**src/hdl/ske_pkg.sv**
```systemverilog
// Shared types and constants of the session key padding block.
package ske_pkg;

    localparam int unsigned MIN_PAD_BYTES = 8;

    localparam logic [7:0] START_MARK = 8'h02;
    localparam logic [7:0] SEPARATOR  = 8'h00;

    localparam logic FUNC_PAD = 1'b0;
    localparam logic FUNC_KEY = 1'b1;

    localparam logic [1:0] ST_OK        = 2'd0;
    localparam logic [1:0] ST_SHORT_PAD = 2'd1;
    localparam logic [1:0] ST_ORDER     = 2'd2;

    localparam logic [1:0] REG_BLOCK_LEN = 2'd0;
    localparam logic [1:0] REG_KEY_LEN   = 2'd1;
    localparam logic [1:0] REG_ALGO_ID   = 2'd2;

    typedef enum logic [1:0] {
        PH_IDLE = 2'd0,
        PH_PAD  = 2'd1,
        PH_KEY  = 2'd2
    } phase_t;

    typedef struct packed {
        logic [9:0] block_len;
        logic [5:0] key_len;
        logic [7:0] algo_id;
    } cfg_t;

    typedef struct packed {
        logic [7:0] out_byte;
        logic       last;
        logic [1:0] status;
    } res_t;

    typedef struct packed {
        logic [1:0]       cnt;
        res_t [2:0]       res;
    } bundle_t;

endpackage

```
**src/hdl/ske_cfg.sv**
```systemverilog
// Configuration register file with its APB-style access port.
module ske_cfg
    import ske_pkg::*;
(
    input  logic        aclk,
    input  logic        aresetn,
    input  logic        psel,
    input  logic        penable,
    input  logic        pwrite,
    input  logic [3:0]  paddr,
    input  logic [31:0] pwdata,
    output logic [31:0] prdata,
    output logic        pready,
    output cfg_t        cfg
);

    cfg_t cfg_reg;
    logic wr_en;

    assign pready = 1'b1;
    assign wr_en  = psel & penable & pwrite & pready;
    assign cfg    = cfg_reg;

    always_ff @(posedge aclk) begin
        if (!aresetn) begin
            cfg_reg.block_len <= 10'd255;
            cfg_reg.key_len   <= 6'd16;
            cfg_reg.algo_id   <= 8'd0;
        end else if (wr_en) begin
            unique case (paddr[3:2])
                REG_BLOCK_LEN: cfg_reg.block_len <= pwdata[9:0];
                REG_KEY_LEN:   cfg_reg.key_len   <= pwdata[5:0];
                REG_ALGO_ID:   cfg_reg.algo_id   <= pwdata[7:0];
                default: ;
            endcase
        end
    end

    always_comb begin
        unique case (paddr[3:2])
            REG_BLOCK_LEN: prdata = {22'd0, cfg_reg.block_len};
            REG_KEY_LEN:   prdata = {26'd0, cfg_reg.key_len};
            REG_ALGO_ID:   prdata = {24'd0, cfg_reg.algo_id};
            default:       prdata = 32'd0;
        endcase
    end

endmodule

```
**src/hdl/ske_step.sv**
```systemverilog
// Block state and the per-transaction step logic that forms up to three result bytes.
module ske_step
    import ske_pkg::*;
#(
    parameter int unsigned MAX_KEY_BYTES = 32
) (
    input  logic       aclk,
    input  logic       aresetn,
    input  cfg_t       cfg,
    input  logic       take,
    input  logic       func,
    input  logic [7:0] data_byte,
    output bundle_t    bundle
);

    phase_t      phase_reg, phase_next;
    logic [9:0]  position_reg, position_next;
    logic [15:0] key_sum_reg, key_sum_next;

    logic [7:0]         klen;
    logic [7:0]         effk;
    logic signed [11:0] pad_len;
    logic [9:0]         pos_inc;
    logic [15:0]        sum_inc;

    always_ff @(posedge aclk) begin
        if (!aresetn) begin
            phase_reg    <= PH_IDLE;
            position_reg <= 10'd0;
            key_sum_reg  <= 16'd0;
        end else if (take) begin
            phase_reg    <= phase_next;
            position_reg <= position_next;
            key_sum_reg  <= key_sum_next;
        end
    end

    always_comb begin
        klen = {2'b00, cfg.key_len};
        effk = klen;
        if (klen == 8'd0) begin
            effk = 8'd1;
        end else if (klen > 8'(MAX_KEY_BYTES)) begin
            effk = 8'(MAX_KEY_BYTES);
        end
        pad_len = $signed({2'b00, cfg.block_len}) - $signed({4'b0000, effk}) - 12'sd5;
        pos_inc = position_reg + 10'd1;
        sum_inc = key_sum_reg + {8'd0, data_byte};
    end

    always_comb begin
        phase_next    = phase_reg;
        position_next = position_reg;
        key_sum_next  = key_sum_reg;
        bundle        = '0;
        unique case (phase_reg)
            PH_PAD: begin
                if (func != FUNC_PAD) begin
                    bundle.cnt    = 2'd1;
                    bundle.res[0] = '{8'd0, 1'b1, ST_ORDER};
                    phase_next    = PH_IDLE;
                    position_next = 10'd0;
                    key_sum_next  = 16'd0;
                end else if (data_byte != 8'd0) begin
                    bundle.cnt    = 2'd1;
                    bundle.res[0] = '{data_byte, 1'b0, ST_OK};
                    position_next = pos_inc;
                    if ($signed({2'b00, pos_inc}) >= pad_len) begin
                        bundle.cnt    = 2'd3;
                        bundle.res[1] = '{SEPARATOR, 1'b0, ST_OK};
                        bundle.res[2] = '{cfg.algo_id, 1'b0, ST_OK};
                        phase_next    = PH_KEY;
                        position_next = 10'd0;
                        key_sum_next  = 16'd0;
                    end
                end
            end
            PH_KEY: begin
                if (func != FUNC_KEY) begin
                    bundle.cnt    = 2'd1;
                    bundle.res[0] = '{8'd0, 1'b1, ST_ORDER};
                    phase_next    = PH_IDLE;
                    position_next = 10'd0;
                    key_sum_next  = 16'd0;
                end else begin
                    bundle.cnt    = 2'd1;
                    bundle.res[0] = '{data_byte, 1'b0, ST_OK};
                    key_sum_next  = sum_inc;
                    position_next = pos_inc;
                    if (pos_inc >= {2'b00, effk}) begin
                        bundle.cnt    = 2'd3;
                        bundle.res[1] = '{sum_inc[15:8], 1'b0, ST_OK};
                        bundle.res[2] = '{sum_inc[7:0], 1'b1, ST_OK};
                        phase_next    = PH_IDLE;
                        position_next = 10'd0;
                        key_sum_next  = 16'd0;
                    end
                end
            end
            default: begin
                if (pad_len < $signed(12'(MIN_PAD_BYTES))) begin
                    bundle.cnt    = 2'd1;
                    bundle.res[0] = '{8'd0, 1'b1, ST_SHORT_PAD};
                    phase_next    = PH_IDLE;
                    position_next = 10'd0;
                    key_sum_next  = 16'd0;
                end else if (func != FUNC_PAD) begin
                    bundle.cnt    = 2'd1;
                    bundle.res[0] = '{8'd0, 1'b1, ST_ORDER};
                    phase_next    = PH_IDLE;
                    position_next = 10'd0;
                    key_sum_next  = 16'd0;
                end else if (data_byte != 8'd0) begin
                    bundle.cnt    = 2'd2;
                    bundle.res[0] = '{START_MARK, 1'b0, ST_OK};
                    bundle.res[1] = '{data_byte, 1'b0, ST_OK};
                    phase_next    = PH_PAD;
                    position_next = 10'd1;
                    key_sum_next  = 16'd0;
                end
            end
        endcase
    end

endmodule

```
**src/hdl/ske_ser.sv**
```systemverilog
// Result register that holds up to three bytes of one step and sends them one per cycle while m_tready is high.
module ske_ser
    import ske_pkg::*;
(
    input  logic    aclk,
    input  logic    aresetn,
    input  logic    load,
    input  bundle_t bundle,
    output logic    free,
    output logic    m_tvalid,
    input  logic    m_tready,
    output res_t    head
);

    logic [1:0]  cnt_reg, cnt_next;
    res_t [2:0]  ent_reg, ent_next;
    logic        pop;

    assign m_tvalid = (cnt_reg != 2'd0);
    assign pop      = m_tvalid & m_tready;
    assign free     = (cnt_reg == 2'd0) || ((cnt_reg == 2'd1) && m_tready);
    assign head     = ent_reg[0];

    always_comb begin
        cnt_next = cnt_reg;
        ent_next = ent_reg;
        if (load) begin
            cnt_next = bundle.cnt;
            ent_next = bundle.res;
        end else if (pop) begin
            cnt_next    = cnt_reg - 2'd1;
            ent_next[0] = ent_reg[1];
            ent_next[1] = ent_reg[2];
        end
    end

    always_ff @(posedge aclk) begin
        if (!aresetn) begin
            cnt_reg <= 2'd0;
        end else begin
            cnt_reg <= cnt_next;
        end
    end

    always_ff @(posedge aclk) begin
        ent_reg <= ent_next;
    end

endmodule

```
**src/hdl/session_key_eme_padder.sv**
```systemverilog
// Top level of the session key block padder (encryption padding as a byte stream).
//
//  Channel   Direction  Carries
//  s_*       in         tdata = random or key byte, tuser = kind (0 pad, 1 key)
//  m_*       out        tdata = block byte, tuser = status, tlast = end of block or error
//  APB       in/out     block_len @0x0, key_len @0x4, algo_id @0x8
//
// A transaction is evaluated in the cycle it is accepted and its up to three
// result bytes are loaded into the output register, which sends one per cycle
// while m_tready is high. Single-result transactions then flow at one per cycle;
// a three-byte result holds s_tready low while the output register drains.
// Reset is synchronous and active low; it returns the block to idle.
// A stall on m_tready holds the output and, once the last byte waits, s_tready.
module session_key_eme_padder
    import ske_pkg::*;
#(
    parameter int unsigned MAX_KEY_BYTES = 32
) (
    input  logic        aclk,
    input  logic        aresetn,
    input  logic        s_tvalid,
    output logic        s_tready,
    input  logic [7:0]  s_tdata,   // [7:0] data_byte
    input  logic        s_tuser,   // [0] func
    output logic        m_tvalid,
    input  logic        m_tready,
    output logic [7:0]  m_tdata,   // [7:0] out_byte
    output logic [1:0]  m_tuser,   // [1:0] status
    output logic        m_tlast,
    input  logic        psel,
    input  logic        penable,
    input  logic        pwrite,
    input  logic [3:0]  paddr,
    input  logic [31:0] pwdata,
    output logic [31:0] prdata,
    output logic        pready
);

    cfg_t    cfg;
    bundle_t bundle;
    res_t    head;
    logic    free;
    logic    take;

    assign s_tready = free;
    assign take     = s_tvalid & free;
    assign m_tdata  = head.out_byte;
    assign m_tuser  = head.status;
    assign m_tlast  = head.last;

    ske_cfg u_cfg (
        .aclk    (aclk),
        .aresetn (aresetn),
        .psel    (psel),
        .penable (penable),
        .pwrite  (pwrite),
        .paddr   (paddr),
        .pwdata  (pwdata),
        .prdata  (prdata),
        .pready  (pready),
        .cfg     (cfg)
    );

    ske_step #(
        .MAX_KEY_BYTES (MAX_KEY_BYTES)
    ) u_step (
        .aclk      (aclk),
        .aresetn   (aresetn),
        .cfg       (cfg),
        .take      (take),
        .func      (s_tuser),
        .data_byte (s_tdata),
        .bundle    (bundle)
    );

    ske_ser u_ser (
        .aclk     (aclk),
        .aresetn  (aresetn),
        .load     (take),
        .bundle   (bundle),
        .free     (free),
        .m_tvalid (m_tvalid),
        .m_tready (m_tready),
        .head     (head)
    );

endmodule
```
**config.mk**
```make
export PLATFORM = sky130hd
export DESIGN_NAME = session_key_eme_padder
export DESIGN_NICKNAME = d
export VERILOG_FILES = /design/src/hdl/ske_pkg.sv /design/src/hdl/ske_cfg.sv /design/src/hdl/ske_step.sv /design/src/hdl/ske_ser.sv /design/src/hdl/session_key_eme_padder.sv
export SDC_FILE = /design/constraint.sdc
export NUM_CORES = 1
export LEC_CHECK = 0
export ABC_AREA = 1
export BUFFER_PORTS_ARGS = -buffer_cell sky130_fd_sc_hd__buf_2
export CORE_MARGIN = 4
export CORE_UTILIZATION = 29
export DETAILED_ROUTE_END_ITERATION = 16
export SLEW_MARGIN = 10
export SYNTH_ARGS = -nofsm -noshare
export SYNTH_HDL_FRONTEND = slang
export SYNTH_SLANG_ARGS = --single-unit
```
**constraint.sdc**
```tcl
create_clock -name aclk -period 4.29 [get_ports aclk]
set_input_delay 0.2145 -clock aclk [delete_from_list [all_inputs] [get_ports aclk]]
set_output_delay 0.2145 -clock aclk [all_outputs]
set_load 0.01 [all_outputs]
```
Word level (Yosys, flattened, before mapping)
Index checks and enable logic that the tools add are counted.
Storage, ports and cells
  register bits after elaboration: 87
  output and inout bits: 46
  logic and storage cells: 106
Operators by class
  add/sub/neg operators: 5
  magnitude comparators: 4
  equal/unequal tests: 8
  muxes and demuxes: 54
  bitwise logic cells: 4
  reductions and logical operators: 15
Operator list (count)
  two-way mux 16 bit: 8
  two-way mux 22 bit: 5
  two-way mux 10 bit: 8
  two-way mux 11 bit: 6
  two-way mux 24 bit: 2
  case mux 22 bit (2 select lines): 1
  two-way mux 35 bit: 1
  case mux 16 bit (2 select lines): 1
  two-way mux 2 bit: 15
  case mux 10 bit (3 select lines): 1
  case mux 11 bit (2 select lines): 1
  case mux 10 bit (2 select lines): 1
  adder 16 x 8 -> 16 bit: 1
  >= comparator 11 x 12 -> 1 bit: 1
  less-than comparator 12 x 5 -> 1 bit, second input constant: 1
  subtractor 12 x 4 -> 12 bit, second input constant: 1
  subtractor 10 x 8 -> 11 bit: 1
  adder 10 x 1 -> 10 bit, second input constant: 1
  >= comparator 10 x 8 -> 1 bit: 1
  inequality test 3 x 2 -> 1 bit, second input constant: 3
  two-way mux 8 bit: 1
  case mux 2 bit (2 select lines): 2
  nonzero test 8 bit: 1
  equality test 2 x 1 -> 1 bit, second input constant: 3
  15 further kinds: 23

Longest topological paths before layout
  word-level depth: 11
  gate-level depth with buffers: 30
  mapped depth without buffers: 29

Cells and area by module
From an unflattened synthesis, not the netlist that was laid out.
Unflattened totals
  cell total of the unflattened synthesis: 899
  area total of the unflattened synthesis: 6307.3 um^2
By module, submodules not included
  ske_step: times used 1, cells each 558, area each 3437.0 um^2, sequential area each 560.5 um^2
  ske_ser: times used 1, cells each 141, area each 1534.0 um^2, sequential area each 1031.0 um^2
  ske_cfg: times used 1, cells each 198, area each 1328.8 um^2, sequential area each 480.5 um^2
  session_key_eme_padder: times used 1, cells each 2, area each 7.5 um^2, sequential area each 0.0 um^2

Worst setup path after synthesis
Ideal clock, no wire load.
  path type: register -> register
  start point: reg u_cfg.cfg_reg (netlist bit u_cfg.cfg[10])
  end point: reg u_step.key_sum_reg[1]
  library setup time: 116 ps
  arrival: 3444 ps
  data required time: 4174 ps
  slack: 730 ps
  cell stages (with the launch flop): 27
  clock period less this slack: 3560 ps
  path through: dfxtp_1 nor2_1 nand3_1 a21oi_1 ha_1 inv_1 fa_1 or2_1 nand3_1 nand3_2 xor2_1 inv_1 ha_1 and3_1 a31oi_1 a31oi_1 nand3_1 nand2_1 nand2_1 nand2_1 nand2_2 nand3_4 nand2_4 inv_4 buf_6 nor2_2 nor2_1
Between the ends
  word-level cells in the longest chain between the ends: 8
Ends and longest elaborated chain
  start, declared: line ske_cfg.sv:17  | cfg_t cfg_reg;
  greater-than comparator 6 bit: line ske_step.sv:43  | end else if (klen > 8'(MAX_KEY_BYTES)) begin
  two-way mux 6 bit: line ske_step.sv:43
  two-way mux 8 bit *: line ske_step.sv:41  | if (klen == 8'd0) begin
  subtractor 10 x 8 -> 11 bit: line ske_step.sv:46  | pad_len = $signed({2'b00, cfg.block_len}) - $signed({4'b0000, effk}) - 12'sd5;
  subtractor 12 x 4 -> 12 bit: line ske_step.sv:46
  >= comparator 11 x 12 -> 1 bit / less-than comparator 12 x 5 -> 1 bit (equally long branches): line ske_step.sv:68, ske_step.sv:101
  inequality test 3 x 2 -> 1 bit (no source line), or another cell as far along
  AND reduction 4 bit (no source line) / case mux 16 bit (2 select lines) (equally long branches)
  end signal, assigned: line ske_step.sv:34  | key_sum_reg <= key_sum_next;
  end, declared: line ske_step.sv:18  | logic [15:0] key_sum_reg, key_sum_next;
Mark *: on every way between the ends. The rest lies on a longest branch, timed or not.
A chain may end at the register's enable or synchronous reset.

Worst setup path in the final report
  start point: reg u_cfg.cfg_reg (netlist bit u_cfg.cfg[10])
  end point: reg u_step.key_sum_reg[9]
Same word-level chain as after synthesis.

==> impl_metrics.yaml <==
cells_and_area:
  drive_gt1_share_pct: 12.4
  diodes: 0
  largest_reg_flops: 24
  layout_commonest_cell: "nand2_1"
  final_util_pct: 32.9
  final_cell_mix: "nand2_1, nor2_1, inv_1"
  nNetsFinal: 925
  area_growth_pct: 11.8
sta:
  tightestPinTransition_ns: 1.07
  fmax_mhz: 253
  drv_slew: 0
  timing.final.crit_share_pct: 92.1
  fin_skew_ns: 0.00856
  fin_crit_ns: 3.95
  setup_ws_ns: 0.338
  whs_ns: 0.134
  setup_tns_ns: 0
  relSlewSlack_pct: 28.3
  finalSetupViolations: 0
  final-hold-violation-count: 0
  grt_setup_unrepaired: "false"
synthesis:
  yosys.area.top_type: "dfxtp_1"
  synthMuxAreaShare_pct: 0
  yosys.area_share.simple_pct: 29.9
  synth_enable_flop_cells: 29
  synth_area_per_cell_sq_um: 7.10
  synth_fa_ha_area_share_pct: 8.15
  ys_seq_elements: 83
  synth_ff_type: "dfxtp_1"
  synth-seq-area-share_pct: 34.2
  yosys_warnings: 0
  synth_xor_area_share_pct: 3.07
  synth_top_family_by_area: "simple AND/OR/NAND/NOR gates"
  async_flop_share_pct: 0
  synth_area_leaders: "dfxtp_1, edfxtp_1, nand2_1"
  synth.distinct_cells: 43
  synth_compound_area_share_pct: 12.4
  synth.top_cell.area_share_pct: 18.9
  synthCells: 804
  synth_area_sq_um: 5710
clock_tree:
  insertion_delay_ns: 0.35
  max-clock-path-buffers: 2
  cts_made_buffers: 9
  cts_tree: "yes"
  cts_root_buf: "clkbuf_16"
  clock-sinks: 83
  post_cts_buffers: 0
  clkSlewWorstSetupHoldPaths_ns: 0.06
  cts_htree_levels: 3
placement:
  dp_hpwl_um: 10800
  post-place-ws_ns: 0.250
  io_buffers: 50
  place.gp.congestion: 0.861
routing:
  first_iter_violations: 396
  viasPerCell: 4.62
  detail_route.first_pass.iterations: 5
  wl_per_cell_um: 12.8
  drcViolationCount: 0
  totalWireLength_um: 14200
  vias: 5115
  ant_nets: 0
worst_setup_path:
  startpoint_type: "flip-flop"
  endpoint_kind: "flip-flop"
  crit_type: "reg2reg"
  worstPathArrival_ns: 4.19
  crit_family: "simple AND/OR/NAND/NOR gates"
  cpPeakStageDelay_ns: 0.43
  path_max_fanout: 14
  cp_num_buf_inv: 3
  cpMaxStageDelayCell: "fa_1"
  required_ns: 4.53
global_route:
  grt_pass1_vias: 4709
  grt_remaining_overflow: 0
  grt_pass1_wl_um: 23600
  globalRouteTotalUtil_pct: 13.3
  antenna_found_initial: 0
  grt_start_max_net_pins: 46
floorplan:
  fp.coreArea_sq_um: 19400
  pin_count: 98
  dieWidth_um: 148
  rows: 51
  dieArea_sq_um: 22000
  dieHeight_um: 148
  start_util_pct: 29.4
run:
  cap_violations: 0
pwr:
  leakage_uw: 0.00286
  power.density_nw_per_um2: 496
  peakVddDrop_mv: 0.252
hold_path:
  min_path_type: "in2reg"
status:
  status: "completed"
tightest hold or removal path, stage by stage:
cell	delay [ns]
buf_2	0.11
nand2_1	0.06
o211ai_1	0.06
through the flow:
step           total power, uW  instances  area (sq um)
4_1_cts                   3190       1107          6370
6_report                  3170       1107          6390
2_1_floorplan             2120        825          5790
5_1_grt                   3420       1107          6390
3_3_place_gp              2340       1091          6050
3_5_place_dp              2350       1091          6050
worst paths after layout:
kind	startpoint	end	slack [ns]	cells past startpoint
max	u_cfg.cfg[10]$_SDFFE_PN0P_	u_step.key_sum_reg[9]$_SDFFE_PN0P_	0.34	25
min	pwdata[0]	u_cfg.cfg[14]$_SDFFE_PN1P_	0.13	3
max reg2reg	u_cfg.cfg[10]$_SDFFE_PN0P_	u_step.key_sum_reg[9]$_SDFFE_PN0P_	0.34	25
min reg2reg	u_ser.cnt_reg[1]$_SDFFE_PN0P_	u_ser.cnt_reg[1]$_SDFFE_PN0P_	0.47	2
area by class of cell:
class,count,area (sq um)
fillers,2110,13000
multi-input cells,596,3160
flip-flops and latches,83,1950
inverters,95,359
well taps,265,332
clock buffers,13,272
repair buffers,52,265
clock inverters,3,43.8
routing by layer:
layer	global-route usage, %	wire [um]	vias up
met5	0	0	-
met4	4.30	244	0
met3	2.68	947	16
met2	20.0	6060	164
met1	19.1	6910	2279
li1	-	-	2656
cell usage after synthesis (5+ instances only):
cell and count:
buf_4 34, nor2_1 98, o21ai_1 9, o22ai_1 10
nand2_1 178, ha_1 34, inv_1 86, edfxtp_1 29
dfxtp_1 54, nor2_2 11, nand4_1 10, o211ai_1 9
inv_2 6, o21ai_0 34, a21oi_1 43, xnor2_1 5
xor2_1 15, nand3_1 67, clkbuf_1 11, a31oi_1 11
report_power, final:
part | leakage, uW | switching (uW) | internal (uW) | total [uW]
Sequential | 0.000732 | 90.6 | 1080 | 1170
Clock | 0.000155 | 317 | 504 | 820
Combinational | 0.00197 | 791 | 389 | 1180
what timing repair did:
item	4_1_cts	5_1_grt
setup endpoints to repair	0	27
gates resized for setup	0	5
hold buffers	0	0
endpoints found under the hold margin	0	0
logic make-up after synthesis:
logic type	after synthesis
fa+ha+maj	36
simple gates	391
xor+xnor	20
flops	83
compound gates	126
other cells	2
buf+inv	146
(Power assumes the default switching activity.)
